[src/hw/rtl/tps_pkg.sv]
`default_nettype none
package tps_pkg;

  // table depth and derived widths
  localparam int MAX_POINTS = 64;
  localparam int PT_AW      = $clog2(MAX_POINTS);
  localparam int CNT_W      = $clog2(MAX_POINTS + 1);

  // datapath widths
  localparam int TERM_W = 48;
  localparam int ACC_W  = 58;

  // ln(2) in Q16
  localparam logic [15:0] LN2_Q16 = 16'd45426;

  // configuration register indexes
  localparam logic [7:0] CFG_NUM_POINTS   = 8'd0;
  localparam logic [7:0] CFG_AFFINE_CONST = 8'd1;
  localparam logic [7:0] CFG_AFFINE_X     = 8'd2;
  localparam logic [7:0] CFG_AFFINE_Y     = 8'd3;

  // input word kinds
  localparam logic FUNC_WRITE = 1'b0;
  localparam logic FUNC_QUERY = 1'b1;

  // one stored control point
  typedef struct packed {
    logic signed [31:0] w;
    logic signed [15:0] y;
    logic signed [15:0] x;
  } tps_entry_t;

  // kernel pipeline status toward the sequencer
  typedef struct packed {
    logic                     busy;
    logic                     term_valid;
    logic signed [TERM_W-1:0] term;
  } tps_kern_t;

  // round(65536*log2(1+i/16))
  function automatic logic [16:0] log2_frac(input logic [4:0] i);
    logic [16:0] r;
    case (i)
      5'd0:  r = 17'd0;
      5'd1:  r = 17'd5732;
      5'd2:  r = 17'd11136;
      5'd3:  r = 17'd16248;
      5'd4:  r = 17'd21098;
      5'd5:  r = 17'd25711;
      5'd6:  r = 17'd30109;
      5'd7:  r = 17'd34312;
      5'd8:  r = 17'd38336;
      5'd9:  r = 17'd42196;
      5'd10: r = 17'd45904;
      5'd11: r = 17'd49472;
      5'd12: r = 17'd52911;
      5'd13: r = 17'd56229;
      5'd14: r = 17'd59434;
      5'd15: r = 17'd62534;
      5'd16: r = 17'd65536;
      default: r = 17'd0;
    endcase
    return r;
  endfunction

endpackage
`default_nettype wire

[src/hw/rtl/tps_point_mem.sv]
`default_nettype none
module tps_point_mem
  import tps_pkg::*;
(
  input  wire logic             clk,
  input  wire logic             rst_n,
  input  wire logic             wr_en,
  input  wire logic [PT_AW-1:0] wr_addr,
  input  wire tps_entry_t       wr_data,
  input  wire logic             rd_en,
  input  wire logic [PT_AW-1:0] rd_addr,
  output tps_entry_t            rd_data,
  output logic                  rd_valid
);

  tps_entry_t mem [MAX_POINTS];
  tps_entry_t rd_data_r;
  logic       rd_valid_r;

  // single write port, registered read port
  always_ff @(posedge clk) begin
    if (wr_en) begin
      mem[wr_addr] <= wr_data;
    end
    if (rd_en) begin
      rd_data_r <= mem[rd_addr];
    end
  end

  always_ff @(posedge clk) begin
    if (!rst_n) begin
      rd_valid_r <= 1'b0;
    end else begin
      rd_valid_r <= rd_en;
    end
  end

  assign rd_data  = rd_data_r;
  assign rd_valid = rd_valid_r;

endmodule
`default_nettype wire

[config.mk]
export PLATFORM = sky130hd
export DESIGN_NAME = tps_point_mem
export DESIGN_NICKNAME = d
export VERILOG_FILES = /design/src/hw/rtl/tps_pkg.sv /design/src/hw/rtl/tps_point_mem.sv
export SDC_FILE = /design/constraint.sdc
export NUM_CORES = 2
export LEC_CHECK = 0
export BUFFER_PORTS_ARGS = -buffer_cell sky130_fd_sc_hd__buf_2
export CAP_MARGIN = 10
export CORE_ASPECT_RATIO = 1.4
export CORE_MARGIN = 8
export CORE_UTILIZATION = 46
export CTS_BUF_LIST = sky130_fd_sc_hd__clkbuf_16
export DETAILED_ROUTE_END_ITERATION = 8
export PLACE_DENSITY = 0.65
export SLEW_MARGIN = 40
export SYNTH_ARGS = -nofsm -noshare
export SYNTH_HDL_FRONTEND = slang
export SYNTH_SLANG_ARGS = --single-unit
[constraint.sdc]
create_clock -name clk -period 8.2 [get_ports clk]
set_input_delay 1.64 -clock clk [delete_from_list [all_inputs] [get_ports clk]]
set_output_delay 1.64 -clock clk [all_outputs]
set_load 0.02 [all_outputs]
==> results.cfg <==
[logic_synthesis]
ys_seq_elements = 4161
yosysSeqAreaShare_pct = 79.4
async_reset_ff_share_pct = 0
synth-main-ff-cell = edfxtp_1
synth_nets = 6869
synth-edff-count = 4160
netlist_instances = 6789
yosys_warnings = 0
synth_area_um2 = 157000
ys_types = 34
avgSynthCellArea_um2 = 23.2

[pwr]
swShare_pct = 21.1
p_sw_uw = 9040
pwr_density_cell_nw_per_um2 = 242
p_leak_uw = 0.0550
seq_power_share_pct = 55.2
intPower_uw = 33900
ir_drop_uv = 174
combPwrFrac_pct = 4.7
clockPowerShare_pct = 40.1

[floorplanning]
fp.coreArea_um2 = 341000
ios = 145
die-area_um2 = 361000
die_height_um = 708
rows = 254
die_w_um = 510
start_util_pct = 46.1

[worst_setup_path]
cpLargestDelayFamily = buffers and inverters
cp_slowest_stage_delay_ns = 0.60
crit_fanout = 86
slowest_stage = clkbuf_8
cp_num_buf_inv = 4
cpMostUsedCell = buf_4
start_kind = primary input
worst-endpoint-arrival_ns = 4.82
path_cells = clkbuf_8, buf_12, nor2b_4, buf_4, buf_4, a22oi_1, nand3_1, o21ai_1, nor2_1
critPathRequiredTime_ns = 8.84
cp-end-kind = flop
criticalPathCategory = in2reg

[sta]
grt_setup_unrepaired = no
min_period_over_period_pct = 51.0
setup_violations = 0
worst_pin_slew_ns = 0.979
finClkSkew_ns = 0.0376
fmax_mhz = 239
slew_viol_final = 0
slew_headroom_pct = 34.7
min_period_ns = 4.18
final-hold-violation-count = 0
tns_ns = 0

[clock_network]
clockRootBuffer = clkbuf_16
cts_buffer_depth = 4
clock_sinks = 4161
htreeDepth = 5
cts_resized = 0
clkTransAtPathRegs_ns = 0.07
clk_latency_ns = 0.93
cts_tree = built
cts_setup_buffers = 0
hold_buffers = 0
cts-buffers-inserted = 373

[placed_design]
gp_congestion = 0.789
io_buffers = 144
hpwl_mm = 243
place_area_um2 = 165000

[grt]
antenna_found_initial = 40
grt_max_degree = 121
met2_usage_pct = 41.7
gr-usage-met1_pct = 31.4
overflow = 0
grt_pass1_vias = 77600
met3_usage_pct = 4.13
top_usage_layer = met2
grt_first_pass_wirelength_mm = 614
grt_util_all_layers_pct = 24.1

[drt]
drt_iter0_markers = 10200
wl_per_cell_um = 36.9
vias = 77000
dr.pass1.iters = 6
remaining_drc_errors = 0
wl_mm = 441
drtAntennaViolNets = 0
via_per_inst = 6.44

[finish]
layout.nets = 7248
final_cell_mix = 4160 x edfxtp_1, 1024 x mux4_2, 382 x clkbuf_16, 219 x buf_4, 183 x nand2_1
final_common_cell = edfxtp_1
drive_above_1_share_pct = 27.3
finalInstanceArea_um2 = 177000
syn2layout_area_growth_pct = 12.6

[flow_run]
drv_cap = 0

[worst_hold_path]
hold_class = reg2reg

[run_status]
outcome = complete, no violations
-- final cells by class --
class / instances / area (um2)
timing repair buffer: 389 / 3660
fill: 25700 / 164000
clock inverter: 299 / 2330
clock buffer: 382 / 9560
inverter: 19 / 71.3
antenna: 15 / 37.5
tap: 4480 / 5610
sequential: 4161 / 125000
multi-input combinational: 2224 / 31000
-- logic make-up after synthesis --
family / count (synthesis) / share of synthesized area (%)
DFF: 4161 / 79.4
AOI/OAI and AO/OA: 375 / 1.70
and+or+nand+nor: 687 / 2.11
muxes: 1162 / 15.5
buffers and inverters: 404 / 1.25
-- tightest hold or removal path: stages (launching register included) --
cell	delay (ns)
edfxtp_1	0.31
mux4_2	0.23
nand2_1	0.05
nand3_1	0.06
o21ai_1	0.05
nor2_1	0.07
-- routing by layer --
| metal | vias up | share of wire [%] |
|---|---|---|
| li1 | 29800 | - |
| met5 | - | 0.018 |
| met3 | 735 | 9.1 |
| met4 | 14 | 3.8 |
| met1 | 42300 | 36 |
| met2 | 4217 | 51 |
-- path summary, 6_finish.rpt --
kind / start / end / slack [ns] / cells after the start
setup / recovery: rd_addr[3] / rd_data[7] / 4.02 / 9
hold / removal: mem[26][21] / rd_data[21] / 0.88 / 5
setup reg to reg: mem[11][46] / rd_data[46] / 6.05 / 5
hold reg to reg: mem[26][21] / rd_data[21] / 0.88 / 5
-- state kept, by name, summed over array words and instances, names as in the netlist --
name / cells
mem: 4096
rd_valid: 1
rd_data: 64
-- Yosys cell counts, types with 25 or more instances --
master	n	area, um2
buf_4	56	420
a41oi_1	27	236
nor2b_1	26	163
nor2_1	114	428
nand3_1	179	896
edfxtp_1	4160	125000
or3_1	30	188
o21ai_1	42	210
nand2_1	187	702
mux4_2	1024	23100
a22oi_1	128	961
buf_2	157	786
o221ai_1	36	315
nand4_1	83	519
o22ai_1	82	513
clkbuf_1	152	571
or2_2	25	156
mux2i_1	138	1380
-- power groups by stage --
stage          logic (uW)  clock network [uW]  registers, uW
2_1_floorplan        1100                   0          24100
3_3_place_gp         1960                   0          24100
3_5_place_dp         2020                   0          24100
4_1_cts              2020               17400          23700
5_1_grt              2120               18200          23700
6_report             2010               17200          23700
-- per-stage QoR --
stage	hold WS, ns	instances	setup slack, ns	power (uW)	utilization (%)
after global routing	0.936	12000	4.07	44000	52.0
after detailed placement	0.874	11300	3.25	26200	48.4
final	0.878	12000	4.02	42900	52.0
after CTS	0.878	12000	4.22	43100	51.9
after floorplan	0.830	6789	1.12	25200	-
after global placement	0.860	11200	3.22	26100	48.2
Power figures use the tool's default switching activity.
